[src/hw/rtl/tbbs_pkg.sv]
// Shared types, codes and constants for the timed boundary brake sequencer.
// No dependencies; every module of the block imports this package.

package tbbs_pkg;

   // Field widths
   localparam int COORD_W   = 16;
   localparam int AXIS_W    = 15;
   localparam int TICK_W    = 16;
   localparam int DIST_W    = 16;
   localparam int MUL_W     = 32;
   localparam int PROD_W    = 2 * MUL_W;
   localparam int SUM_W     = 63;
   localparam int CODE_W    = 2;
   localparam int CSR_AW    = 5;
   localparam int CSR_DW    = 32;
   localparam int REQ_DW    = 32;
   localparam int RSP_DW    = 8;

   localparam logic [TICK_W-1:0] TICK_MAX = {TICK_W{1'b1}};

   // Register map, index = byte address / 4
   typedef enum logic [2:0] {
      REG_CENTER_X      = 3'd0,
      REG_CENTER_Y      = 3'd1,
      REG_SEMI_AXIS_X   = 3'd2,
      REG_SEMI_AXIS_Y   = 3'd3,
      REG_BRAKE_TICKS   = 3'd4,
      REG_REVERSE_TICKS = 3'd5,
      REG_WAIT_TICKS    = 3'd6
   } reg_index_type;

   // Reset values of the registers
   localparam logic [COORD_W-1:0] CENTER_X_RST      = 16'd0;
   localparam logic [COORD_W-1:0] CENTER_Y_RST      = 16'd1600;
   localparam logic [AXIS_W-1:0]  SEMI_AXIS_X_RST   = 15'd416;
   localparam logic [AXIS_W-1:0]  SEMI_AXIS_Y_RST   = 15'd360;
   localparam logic [TICK_W-1:0]  BRAKE_TICKS_RST   = 16'd400;
   localparam logic [TICK_W-1:0]  REVERSE_TICKS_RST = 16'd5;
   localparam logic [TICK_W-1:0]  WAIT_TICKS_RST    = 16'd500;

   // Drive codes
   localparam logic [CODE_W-1:0] DRIVE_OFF     = 2'd0;
   localparam logic [CODE_W-1:0] DRIVE_BRAKE   = 2'd1;
   localparam logic [CODE_W-1:0] DRIVE_REVERSE = 2'd2;

   // Phase codes
   localparam logic [CODE_W-1:0] PHASE_IDLE    = 2'd0;
   localparam logic [CODE_W-1:0] PHASE_BRAKE   = 2'd1;
   localparam logic [CODE_W-1:0] PHASE_REVERSE = 2'd2;

   // Item kinds carried on tuser
   localparam logic OP_POSITION = 1'b0;
   localparam logic OP_TICK     = 1'b1;

   typedef struct packed {
      logic signed [COORD_W-1:0] center_x;
      logic signed [COORD_W-1:0] center_y;
      logic [AXIS_W-1:0]         semi_axis_x;
      logic [AXIS_W-1:0]         semi_axis_y;
      logic [TICK_W-1:0]         brake_ticks;
      logic [TICK_W-1:0]         reverse_ticks;
      logic [TICK_W-1:0]         wait_ticks;
   } cfg_type;

   typedef struct packed {
      logic [CODE_W-1:0] drive_code;
      logic [CODE_W-1:0] phase;
      logic              outside;
   } status_type;

endpackage

[src/hw/rtl/tbbs_csr.sv]
// Configuration register file with an APB-style access port.
// Depends on tbbs_pkg for the register map and the cfg_type bundle.

module tbbs_csr
   import tbbs_pkg::*;
(
   input  logic              clock,
   input  logic              reset,
   input  logic              csr_psel,
   input  logic              csr_penable,
   input  logic              csr_pwrite,
   input  logic [CSR_AW-1:0] csr_paddr,
   input  logic [CSR_DW-1:0] csr_pwdata,
   output logic [CSR_DW-1:0] csr_prdata,
   output logic              csr_pready,
   output cfg_type           cfg
);

   cfg_type       cfg_ff, cfg_in;
   reg_index_type idx;
   logic          wr_en;

   assign csr_pready = 1'b1;
   assign idx        = reg_index_type'(csr_paddr[CSR_AW-1:2]);
   assign wr_en      = csr_psel & csr_penable & csr_pwrite & csr_pready;
   assign cfg        = cfg_ff;

   // Write decode
   always_comb begin
      cfg_in = cfg_ff;
      if (wr_en) begin
         case (idx)
            REG_CENTER_X:      cfg_in.center_x      = csr_pwdata[COORD_W-1:0];
            REG_CENTER_Y:      cfg_in.center_y      = csr_pwdata[COORD_W-1:0];
            REG_SEMI_AXIS_X:   cfg_in.semi_axis_x   = csr_pwdata[AXIS_W-1:0];
            REG_SEMI_AXIS_Y:   cfg_in.semi_axis_y   = csr_pwdata[AXIS_W-1:0];
            REG_BRAKE_TICKS:   cfg_in.brake_ticks   = csr_pwdata[TICK_W-1:0];
            REG_REVERSE_TICKS: cfg_in.reverse_ticks = csr_pwdata[TICK_W-1:0];
            REG_WAIT_TICKS:    cfg_in.wait_ticks    = csr_pwdata[TICK_W-1:0];
            default:           cfg_in = cfg_ff;
         endcase
      end
   end

   always_ff @(posedge clock) begin
      if (reset) begin
         cfg_ff.center_x      <= CENTER_X_RST;
         cfg_ff.center_y      <= CENTER_Y_RST;
         cfg_ff.semi_axis_x   <= SEMI_AXIS_X_RST;
         cfg_ff.semi_axis_y   <= SEMI_AXIS_Y_RST;
         cfg_ff.brake_ticks   <= BRAKE_TICKS_RST;
         cfg_ff.reverse_ticks <= REVERSE_TICKS_RST;
         cfg_ff.wait_ticks    <= WAIT_TICKS_RST;
      end else begin
         cfg_ff <= cfg_in;
      end
   end

   // Read mux, zero extended
   always_comb begin
      case (idx)
         REG_CENTER_X:      csr_prdata = {{(CSR_DW-COORD_W){1'b0}}, cfg_ff.center_x};
         REG_CENTER_Y:      csr_prdata = {{(CSR_DW-COORD_W){1'b0}}, cfg_ff.center_y};
         REG_SEMI_AXIS_X:   csr_prdata = {{(CSR_DW-AXIS_W){1'b0}}, cfg_ff.semi_axis_x};
         REG_SEMI_AXIS_Y:   csr_prdata = {{(CSR_DW-AXIS_W){1'b0}}, cfg_ff.semi_axis_y};
         REG_BRAKE_TICKS:   csr_prdata = {{(CSR_DW-TICK_W){1'b0}}, cfg_ff.brake_ticks};
         REG_REVERSE_TICKS: csr_prdata = {{(CSR_DW-TICK_W){1'b0}}, cfg_ff.reverse_ticks};
         REG_WAIT_TICKS:    csr_prdata = {{(CSR_DW-TICK_W){1'b0}}, cfg_ff.wait_ticks};
         default:           csr_prdata = '0;
      endcase
   end

endmodule

[src/hw/rtl/tbbs_mul.sv]
// Shared 32x32 unsigned multiplier with a registered product.
// Depends on tbbs_pkg for the operand and product widths.

module tbbs_mul
   import tbbs_pkg::*;
(
   input  logic              clock,
   input  logic [MUL_W-1:0]  mul_a,
   input  logic [MUL_W-1:0]  mul_b,
   output logic [PROD_W-1:0] prod
);

   logic [PROD_W-1:0] prod_ff, prod_in;

   assign prod_in = {{MUL_W{1'b0}}, mul_a} * {{MUL_W{1'b0}}, mul_b};
   assign prod    = prod_ff;

   always_ff @(posedge clock) begin
      prod_ff <= prod_in;
   end

endmodule

[src/hw/rtl/tbbs_ellipse.sv]
// Ellipse boundary test: dx^2*b^2 + dy^2*a^2 >= a^2*b^2, exact integers.
// Sequences seven products through one tbbs_mul; depends on tbbs_pkg.

module tbbs_ellipse
   import tbbs_pkg::*;
(
   input  logic                      clock,
   input  logic                      reset,
   input  logic                      start,
   input  logic signed [COORD_W-1:0] pos_x,
   input  logic signed [COORD_W-1:0] pos_y,
   input  cfg_type                   cfg,
   output logic                      done,
   output logic                      outside
);

   typedef enum logic [9:0] {
      ST_IDLE = 10'b00_0000_0001,
      ST_A2   = 10'b00_0000_0010,
      ST_B2   = 10'b00_0000_0100,
      ST_DX2  = 10'b00_0000_1000,
      ST_DY2  = 10'b00_0001_0000,
      ST_T1   = 10'b00_0010_0000,
      ST_T2   = 10'b00_0100_0000,
      ST_AB   = 10'b00_1000_0000,
      ST_SUM  = 10'b01_0000_0000,
      ST_CMP  = 10'b10_0000_0000
   } ell_state_type;

   ell_state_type state_ff, state_in;

   logic [DIST_W-1:0]  dx_ff, dy_ff;
   logic [2*AXIS_W-1:0] a2_ff, b2_ff;
   logic [2*DIST_W-1:0] dx2_ff, dy2_ff;
   logic [SUM_W-2:0]   t1_ff, t2_ff;
   logic [SUM_W-1:0]   sum_ff;
   logic [4*AXIS_W-1:0] ab_ff;

   logic [MUL_W-1:0]   mul_a, mul_b;
   logic [PROD_W-1:0]  prod;
   logic signed [COORD_W:0] diff_x, diff_y;

   tbbs_mul u_mul (
      .clock (clock),
      .mul_a (mul_a),
      .mul_b (mul_b),
      .prod  (prod)
   );

   // Absolute distances from the center, 16 bits unsigned
   assign diff_x = {pos_x[COORD_W-1], pos_x} - {cfg.center_x[COORD_W-1], cfg.center_x};
   assign diff_y = {pos_y[COORD_W-1], pos_y} - {cfg.center_y[COORD_W-1], cfg.center_y};

   // Sequencer
   always_comb begin
      case (state_ff)
         ST_IDLE: state_in = start ? ST_A2 : ST_IDLE;
         ST_A2:   state_in = ST_B2;
         ST_B2:   state_in = ST_DX2;
         ST_DX2:  state_in = ST_DY2;
         ST_DY2:  state_in = ST_T1;
         ST_T1:   state_in = ST_T2;
         ST_T2:   state_in = ST_AB;
         ST_AB:   state_in = ST_SUM;
         ST_SUM:  state_in = ST_CMP;
         ST_CMP:  state_in = ST_IDLE;
         default: state_in = ST_IDLE;
      endcase
   end

   always_ff @(posedge clock) begin
      if (reset) begin
         state_ff <= ST_IDLE;
      end else begin
         state_ff <= state_in;
      end
   end

   // Operand select: each state from ST_A2 to ST_AB issues one product, the previous one lands
   always_comb begin
      case (state_ff)
         ST_A2: begin
            mul_a = {{(MUL_W-AXIS_W){1'b0}}, cfg.semi_axis_x};
            mul_b = {{(MUL_W-AXIS_W){1'b0}}, cfg.semi_axis_x};
         end
         ST_B2: begin
            mul_a = {{(MUL_W-AXIS_W){1'b0}}, cfg.semi_axis_y};
            mul_b = {{(MUL_W-AXIS_W){1'b0}}, cfg.semi_axis_y};
         end
         ST_DX2: begin
            mul_a = {{(MUL_W-DIST_W){1'b0}}, dx_ff};
            mul_b = {{(MUL_W-DIST_W){1'b0}}, dx_ff};
         end
         ST_DY2: begin
            mul_a = {{(MUL_W-DIST_W){1'b0}}, dy_ff};
            mul_b = {{(MUL_W-DIST_W){1'b0}}, dy_ff};
         end
         ST_T1: begin
            mul_a = dx2_ff;
            mul_b = {{(MUL_W-2*AXIS_W){1'b0}}, b2_ff};
         end
         ST_T2: begin
            mul_a = dy2_ff;
            mul_b = {{(MUL_W-2*AXIS_W){1'b0}}, a2_ff};
         end
         ST_AB: begin
            mul_a = {{(MUL_W-2*AXIS_W){1'b0}}, a2_ff};
            mul_b = {{(MUL_W-2*AXIS_W){1'b0}}, b2_ff};
         end
         default: begin
            mul_a = '0;
            mul_b = '0;
         end
      endcase
   end

   // Operand and partial product registers
   always_ff @(posedge clock) begin
      if (start && (state_ff == ST_IDLE)) begin
         dx_ff <= diff_x[COORD_W] ? DIST_W'(-diff_x) : diff_x[DIST_W-1:0];
         dy_ff <= diff_y[COORD_W] ? DIST_W'(-diff_y) : diff_y[DIST_W-1:0];
      end
      if (state_ff == ST_B2)  a2_ff  <= prod[2*AXIS_W-1:0];
      if (state_ff == ST_DX2) b2_ff  <= prod[2*AXIS_W-1:0];
      if (state_ff == ST_DY2) dx2_ff <= prod[2*DIST_W-1:0];
      if (state_ff == ST_T1)  dy2_ff <= prod[2*DIST_W-1:0];
      if (state_ff == ST_T2)  t1_ff  <= prod[SUM_W-2:0];
      if (state_ff == ST_AB)  t2_ff  <= prod[SUM_W-2:0];
      if (state_ff == ST_SUM) begin
         ab_ff  <= prod[4*AXIS_W-1:0];
         sum_ff <= {1'b0, t1_ff} + {1'b0, t2_ff};
      end
   end

   assign done    = (state_ff == ST_CMP);
   assign outside = (sum_ff >= {{(SUM_W-4*AXIS_W){1'b0}}, ab_ff});

endmodule

[src/hw/rtl/tbbs_phase.sv]
// Brake phase sequencer: idle-wait, brake, reverse, with a shared tick timer.
// Also holds the outside flag; depends on tbbs_pkg.

module tbbs_phase
   import tbbs_pkg::*;
(
   input  logic       clock,
   input  logic       reset,
   input  logic       tick_en,
   input  logic       flag_en,
   input  logic       flag_value,
   input  cfg_type    cfg,
   output status_type status
);

   logic [CODE_W-1:0] phase_ff, phase_in;
   logic [CODE_W-1:0] drive_ff, drive_in;
   logic              entry_ff, entry_in;
   logic              wait_done_ff, wait_done_in;
   logic [TICK_W-1:0] elapsed_ff, elapsed_in;
   logic              outside_ff, outside_in;

   logic [TICK_W-1:0] elapsed_inc;
   logic [TICK_W-1:0] limit;
   logic              running;

   // Saturating timer step against the current phase limit
   assign elapsed_inc = (elapsed_ff != TICK_MAX) ? elapsed_ff + 1'b1 : elapsed_ff;

   always_comb begin
      case (phase_ff)
         PHASE_BRAKE:   limit = cfg.brake_ticks;
         PHASE_REVERSE: limit = cfg.reverse_ticks;
         default:       limit = cfg.wait_ticks;
      endcase
   end

   assign running = (elapsed_inc < limit);

   // Tick update
   always_comb begin
      phase_in     = phase_ff;
      drive_in     = drive_ff;
      entry_in     = entry_ff;
      wait_done_in = wait_done_ff;
      elapsed_in   = elapsed_ff;
      outside_in   = flag_en ? flag_value : outside_ff;
      if (tick_en) begin
         case (phase_ff)
            PHASE_BRAKE: begin
               if (entry_ff) begin
                  elapsed_in = '0;
                  entry_in   = 1'b0;
               end else begin
                  elapsed_in = elapsed_inc;
                  if (running) begin
                     drive_in = DRIVE_BRAKE;
                  end else begin
                     phase_in = PHASE_REVERSE;
                     entry_in = 1'b1;
                  end
               end
            end
            PHASE_REVERSE: begin
               if (entry_ff) begin
                  elapsed_in = '0;
                  entry_in   = 1'b0;
               end else begin
                  elapsed_in = elapsed_inc;
                  if (running) begin
                     drive_in = DRIVE_REVERSE;
                  end else begin
                     phase_in     = PHASE_IDLE;
                     entry_in     = 1'b1;
                     wait_done_in = 1'b0;
                  end
               end
            end
            default: begin
               // idle, and the unused code behaves as idle
               phase_in = PHASE_IDLE;
               if (entry_ff) begin
                  elapsed_in = '0;
                  entry_in   = 1'b0;
               end else begin
                  elapsed_in = elapsed_inc;
                  if (running) begin
                     drive_in = DRIVE_OFF;
                  end else begin
                     wait_done_in = 1'b1;
                  end
               end
               if (wait_done_in) begin
                  if (outside_ff) begin
                     phase_in = PHASE_BRAKE;
                     entry_in = 1'b1;
                  end else begin
                     drive_in = DRIVE_OFF;
                  end
               end
            end
         endcase
      end
   end

   always_ff @(posedge clock) begin
      if (reset) begin
         phase_ff     <= PHASE_IDLE;
         drive_ff     <= DRIVE_OFF;
         entry_ff     <= 1'b1;
         wait_done_ff <= 1'b0;
         elapsed_ff   <= '0;
         outside_ff   <= 1'b0;
      end else begin
         phase_ff     <= phase_in;
         drive_ff     <= drive_in;
         entry_ff     <= entry_in;
         wait_done_ff <= wait_done_in;
         elapsed_ff   <= elapsed_in;
         outside_ff   <= outside_in;
      end
   end

   assign status.drive_code = drive_ff;
   assign status.phase      = phase_ff;
   assign status.outside    = outside_ff;

endmodule

[src/hw/rtl/timed_boundary_brake_sequencer_unit.sv]
// Timed boundary brake sequencer, top level: stream handshake, item control,
// result register. Depends on tbbs_pkg, tbbs_csr, tbbs_ellipse, tbbs_phase.
//
// The block takes one item at a time. A control tick (tuser = 1) updates the
// brake sequencer, whose registered status then goes to the result register.
// A position sample (tuser = 0) runs the ellipse test through a single shared
// 32x32 multiplier, seven products in sequence plus an add and a compare,
// before its result is loaded. Each item gives exactly one result, held in an
// output register; the next item is accepted while that result still waits
// to be taken, and the block stalls only when a new result finds the register
// still full. The user must write registers through the APB-style port only
// while no item is in flight; the block itself does not enforce it.

module timed_boundary_brake_sequencer_unit
   import tbbs_pkg::*;
(
   input  logic              clock,
   input  logic              reset,
   // request stream
   input  logic              req_tvalid,
   output logic              req_tready,
   input  logic [REQ_DW-1:0] req_tdata,   // [15:0] pos_x, [31:16] pos_y
   input  logic              req_tuser,   // [0] opcode: 0 position, 1 tick
   // result stream
   output logic              rsp_tvalid,
   input  logic              rsp_tready,
   output logic [RSP_DW-1:0] rsp_tdata,   // [1:0] drive_code, [3:2] phase, [4] outside
   // configuration port
   input  logic              csr_psel,
   input  logic              csr_penable,
   input  logic              csr_pwrite,
   input  logic [CSR_AW-1:0] csr_paddr,
   input  logic [CSR_DW-1:0] csr_pwdata,
   output logic [CSR_DW-1:0] csr_prdata,
   output logic              csr_pready
);

   typedef enum logic [2:0] {
      CTL_IDLE = 3'b001,
      CTL_CALC = 3'b010,
      CTL_PUSH = 3'b100
   } ctl_state_type;

   ctl_state_type ctl_ff, ctl_in;

   cfg_type    cfg;
   status_type status;
   logic       req_xfer;
   logic       ell_start, ell_done, ell_outside;
   logic       tick_en;
   logic       rsp_load;

   logic              rsp_valid_ff, rsp_valid_in;
   logic [RSP_DW-1:0] rsp_data_ff, rsp_data_in;

   tbbs_csr u_csr (
      .clock       (clock),
      .reset       (reset),
      .csr_psel    (csr_psel),
      .csr_penable (csr_penable),
      .csr_pwrite  (csr_pwrite),
      .csr_paddr   (csr_paddr),
      .csr_pwdata  (csr_pwdata),
      .csr_prdata  (csr_prdata),
      .csr_pready  (csr_pready),
      .cfg         (cfg)
   );

   tbbs_ellipse u_ellipse (
      .clock   (clock),
      .reset   (reset),
      .start   (ell_start),
      .pos_x   (req_tdata[COORD_W-1:0]),
      .pos_y   (req_tdata[2*COORD_W-1:COORD_W]),
      .cfg     (cfg),
      .done    (ell_done),
      .outside (ell_outside)
   );

   tbbs_phase u_phase (
      .clock      (clock),
      .reset      (reset),
      .tick_en    (tick_en),
      .flag_en    (ell_done),
      .flag_value (ell_outside),
      .cfg        (cfg),
      .status     (status)
   );

   // Item dispatch
   assign req_tready = (ctl_ff == CTL_IDLE);
   assign req_xfer   = req_tvalid & req_tready;
   assign ell_start  = req_xfer & (req_tuser == OP_POSITION);
   assign tick_en    = req_xfer & (req_tuser == OP_TICK);
   assign rsp_load   = (ctl_ff == CTL_PUSH) & (~rsp_valid_ff | rsp_tready);

   always_comb begin
      case (ctl_ff)
         CTL_IDLE: begin
            if (ell_start)    ctl_in = CTL_CALC;
            else if (tick_en) ctl_in = CTL_PUSH;
            else              ctl_in = CTL_IDLE;
         end
         CTL_CALC: ctl_in = ell_done ? CTL_PUSH : CTL_CALC;
         CTL_PUSH: ctl_in = rsp_load ? CTL_IDLE : CTL_PUSH;
         default:  ctl_in = CTL_IDLE;
      endcase
   end

   // Result register
   always_comb begin
      rsp_valid_in = rsp_valid_ff;
      rsp_data_in  = rsp_data_ff;
      if (rsp_valid_ff && rsp_tready) begin
         rsp_valid_in = 1'b0;
      end
      if (rsp_load) begin
         rsp_valid_in = 1'b1;
         rsp_data_in  = {{(RSP_DW-2*CODE_W-1){1'b0}}, status.outside,
                         status.phase, status.drive_code};
      end
   end

   always_ff @(posedge clock) begin
      if (reset) begin
         ctl_ff       <= CTL_IDLE;
         rsp_valid_ff <= 1'b0;
      end else begin
         ctl_ff       <= ctl_in;
         rsp_valid_ff <= rsp_valid_in;
      end
   end

   always_ff @(posedge clock) begin
      rsp_data_ff <= rsp_data_in;
   end

   assign rsp_tvalid = rsp_valid_ff;
   assign rsp_tdata  = rsp_data_ff;

endmodule
[config.mk]
export PLATFORM = sky130hd
export DESIGN_NAME = timed_boundary_brake_sequencer_unit
export DESIGN_NICKNAME = d
export VERILOG_FILES = /design/src/hw/rtl/tbbs_pkg.sv /design/src/hw/rtl/tbbs_csr.sv /design/src/hw/rtl/tbbs_mul.sv /design/src/hw/rtl/tbbs_ellipse.sv /design/src/hw/rtl/tbbs_phase.sv /design/src/hw/rtl/timed_boundary_brake_sequencer_unit.sv
export SDC_FILE = /design/constraint.sdc
export NUM_CORES = 2
export LEC_CHECK = 0
export BUFFER_PORTS_ARGS = -buffer_cell sky130_fd_sc_hd__buf_2
export CAP_MARGIN = 15
export CORE_MARGIN = 5
export CORE_UTILIZATION = 55
export CTS_CLUSTER_SIZE = 14
export DETAILED_ROUTE_END_ITERATION = 8
export GPL_TIMING_DRIVEN = 0
export PLACE_DENSITY = 0.71
export SETUP_SLACK_MARGIN = 0.4
export SYNTH_ARGS = -nofsm -noshare
export SYNTH_HDL_FRONTEND = slang
export SYNTH_SLANG_ARGS = --single-unit
[constraint.sdc]
create_clock -name clock -period 12.5 [get_ports clock]
set_input_delay 1.875 -clock clock [delete_from_list [all_inputs] [get_ports clock]]
set_output_delay 1.875 -clock clock [all_outputs]
set_load 0.02 [all_outputs]
==> metrics.md <==
| Metric | Value |
|---|---|
| Count of cell types in the netlist | `99` |
| CTS Buf Count | `60` |
| Crit path DAT | `12.45 ns` |
| Max Buffers Root-to-Sink | `3` |
| Post-synthesis simple-gate area fraction | `0.1377` |
| Type of origin of the critical path | `register` |
| Worst Hold Class | `reg -> reg` |
| Post-DP HPWL | `163200 µm` |
| Fmax | `83.82 MHz` |
| Vias in the first global route | `47700` |
| Max VDD drop | `0.1096 mV` |
| First-pass GRT wire length | `298200 µm` |
| Worst slew pin tran | `1.535 ns` |
| Worst-path maximum fanout | `41` |
| Clock Skews | `0.05239 ns` |
| Port-buffer cells | `78` |
| Yosys top cell by area | `fa_1` |
| Crit Path Class | `reg -> reg` |
| Drc violations | `0` |
| Post-Synth Adder-Cell Area | `0.3680` |
| Post-Syn Instances | `6272` |
| Run status | `complete, but fails checks` |
| Std-Cell Rows | `121` |
| Initial core utilization | `0.5525` |
| Fin worst setup slack | `0.5703 ns` |
| Worst slew margin relative to its limit | `-0.02306` |
| Largest cells by area after synthesis | `fa_1 28%, edfxtp_1 20%, ha_1 8.8%` |
| Clk slew on worst S/H paths | `0.06 ns` |
| Drt wl/cell | `25.32 µm` |
| Yosys warns | `0` |
| Vias per Instance | `5.960` |
| DIE AREA | `115900 µm²` |
| Worst Path Required | `13.02 ns` |
| Chip Width | `340.5 µm` |
| Pwr Total | `4342 µW` |
| Hold-fix buffers, CTS | `0` |
| Maxcap violations | `0` |
| Gr usage total | `0.3455` |
| Synth Area in Compound Gates | `0.1020` |
| Number of detailed-route iterations in the first pass | `6` |
| Final Hold Viols | `0` |
| PwrDens | `66.78 nW/µm²` |
| Final WL | `200900 µm` |
| Tmin final | `11.93 ns` |
| Ratio of cells with drive above 1 in the final layout | `0.06537` |
| Post-synth EDFFs | `408` |
| Core Footprint | `108700 µm²` |
| Clk sink count | `617` |
| GP Congestion | `1.059` |
| Clock Latency Late Sink | `0.68 ns` |
| Final worst path period share | `0.9544` |
| Crit. End Element | `register` |
| Dpl ws | `-0.2931 ns` |
| Synth top area share | `0.2797` |
| Total grt overflow | `0` |
| Largest family of logic cells by synthesized area | `adder cells` |
| XOR/XNOR Fraction of Synth Area | `0.02406` |
| CTS H-tree lvls | `2` |
| Synth Area per Inst | `9.576 µm²` |
| Pin count of the biggest net entering global routing | `57` |
| Drt first-iter violations | `5090` |
| CP most frequent cell | `fa_1` |
| Fin. max-slew vios | `4` |
| P_leak | `0.02955 µW` |
| Synth async-reset ratio | `0` |
| Violated checks | `slew limit` |
| Sequential area share after synthesis | `0.2737` |
| Via count | `47300` |
| RSZ-0062 raised after global routing | `true` |
| Root buf cell | `clkbuf_16` |
| Max incr delay on CP | `0.56 ns` |
| Die Height | `340.5 µm` |
| I/O Pins | `120` |
| Ys flop type | `edfxtp_1` |
| Slowest CP cell | `fa_1` |
| Initial antenna violation count | `11` |
| # setup viols final | `0` |
| CTS tree | `built` |
| Post-synthesis register bit count | `617` |
| Post-synthesis mux area share | `0.008020` |
| Final layout net count | `7807` |
| Routed Antenna Nets | `0` |
| Netlist Area Pre-Place | `60060 µm²` |
| Area delta synth->final | `8.254%` |
## repair_timing
item / CTS / global route
setup buffers: 0 / 6
pin swaps: 0 / 2
resized for setup: 15 / 24
setup endpoints to repair: 16 / 12
## report_power, final
group / internal [µW] / switching [µW] / leakage [µW]
registers: 2170 / 8.11 / 0.00571
logic: 68.3 / 128 / 0.0228
clock network: 1140 / 828 / 0.00104
total: 3380 / 964 / 0.0295
## cells in the final DEF (no fill, tap or decap), types with 22 or more instances in the layout
cell and instances:
a211oi_1 25, a21o_1 107, a21oi_1 282, a22o_1 22, a22oi_1 107, a31oi_1 28
and2_1 39, and3_1 26, buf_2 161, buf_4 34, clkbuf_1 181, clkbuf_16 62
dfxtp_1 209, edfxtp_1 408, fa_1 839, ha_1 424, inv_1 1033, nand2_1 918
nand2b_1 26, nand3_1 69, nand4_1 43, nor2_1 635, nor2b_1 30, nor3_1 44
o21a_1 32, o21ai_0 118, o21bai_1 27, or2_2 26, xnor2_1 111, xor2_1 54
## through the flow
step | std cells | utilization | hold slack [ns] | cell area [µm²] | TNS, ns
2_1_floorplan | 6290 | - | 0.4037 | 60130 | 0
3_3_place_gp | 7782 | 0.5730 | 0.4270 | 62290 | -392.26
3_5_place_dp | 7810 | 0.5766 | 0.4315 | 62680 | -1.252
4_1_cts | 7922 | 0.5969 | 0.4460 | 64880 | 0
5_1_grt | 7932 | 0.5980 | 0.4624 | 65000 | 0
6_report | 7937 | 0.5981 | 0.4425 | 65020 | 0
## synth_stat cells, types with 85 or more instances
cell type / number
inv_1: 1033
nand2_1: 919
fa_1: 839
nor2_1: 635
ha_1: 424
edfxtp_1: 408
a21oi_1: 283
dfxtp_1: 209
clkbuf_1: 180
o21ai_0: 118
xnor2_1: 111
a22oi_1: 108
a21o_1: 107
buf_2: 85
## path summary, 6_finish.rpt
check / start / end / slack (ns) / depth (start not counted)
setup reg to reg: u_ellipse.state_ff[0]$_SDFF_PP1_ / u_ellipse.u_mul.prod[61]$_DFF_P_ / 0.57 / 34
setup / recovery: u_ellipse.state_ff[0]$_SDFF_PP1_ / u_ellipse.u_mul.prod[61]$_DFF_P_ / 0.57 / 34
hold / removal: u_ellipse.u_mul.prod[55]$_DFF_P_ / u_ellipse.ab_ff[55]$_DFFE_PP_ / 0.44 / 0
hold reg to reg: u_ellipse.u_mul.prod[55]$_DFF_P_ / u_ellipse.ab_ff[55]$_DFFE_PP_ / 0.44 / 0
## critical path: cells and delay by family, from the launching register on
family                     cells  cell delay (ns)
AOI/OAI and AO/OA              8             2.26
adders and majority gates      9             4.53
buffers and inverters          8             1.68
DFF                            1             0.37
and+or+nand+nor                9             2.88
## cell families (layout without fill, tap and decap cells)
kind of cell | after synthesis | count (layout)
buffers and inverters | 1333 | 1560
other | 2 | 26
AO/OA/AOI/OAI | 915 | 915
flip-flops | 617 | 617
XOR/XNOR | 165 | 165
AND/OR/NAND/NOR | 1939 | 1939
multiplexers | 38 | 38
adder cells (fa/ha/maj) | 1263 | 1263
## per-layer routing
layer / share of wire / vias to the layer above / GRT usage
li1: - / 20630 / -
met1: 0.37 / 23360 / 0.4448
met2: 0.42 / 2711 / 0.5137
met3: 0.13 / 602 / 0.1199
met4: 0.071 / 8 / 0.1874
met5: 0.0012 / - / 0.01375
## final cells by class
cell class | count | area, µm²
Fill cell | 9420 | 43680
Tap cell | 1414 | 1769
Sequential cell | 617 | 16440
Timing Repair Buffer | 115 | 828.3
Inverter | 1033 | 3877
Clock inverter | 30 | 430.4
Multi-Input combinational cell | 4340 | 38610
Clock buffer | 82 | 1702
Buffer | 300 | 1351
Antenna cell | 6 | 15.01
## flip-flops by register name, indices dropped and copies added (netlist names), 2 cells and up
register	flops
u_ellipse.ab_ff	60
rsp_tdata	5
ctl_ff	3
u_ellipse.dx2_ff	32
u_phase.drive_ff	2
u_ellipse.dy2_ff	32
u_ellipse.u_mul.prod	62
u_ellipse.sum_ff	63
u_ellipse.state_ff	10
u_phase.phase_ff	2
u_ellipse.dy_ff	16
u_ellipse.dx_ff	16
u_phase.elapsed_ff	16
u_ellipse.b2_ff	30
u_ellipse.t2_ff	62
u_ellipse.a2_ff	30
u_ellipse.t1_ff	62
u_csr.cfg	110
No activity file was read; power rests on OpenSTA's default activity.
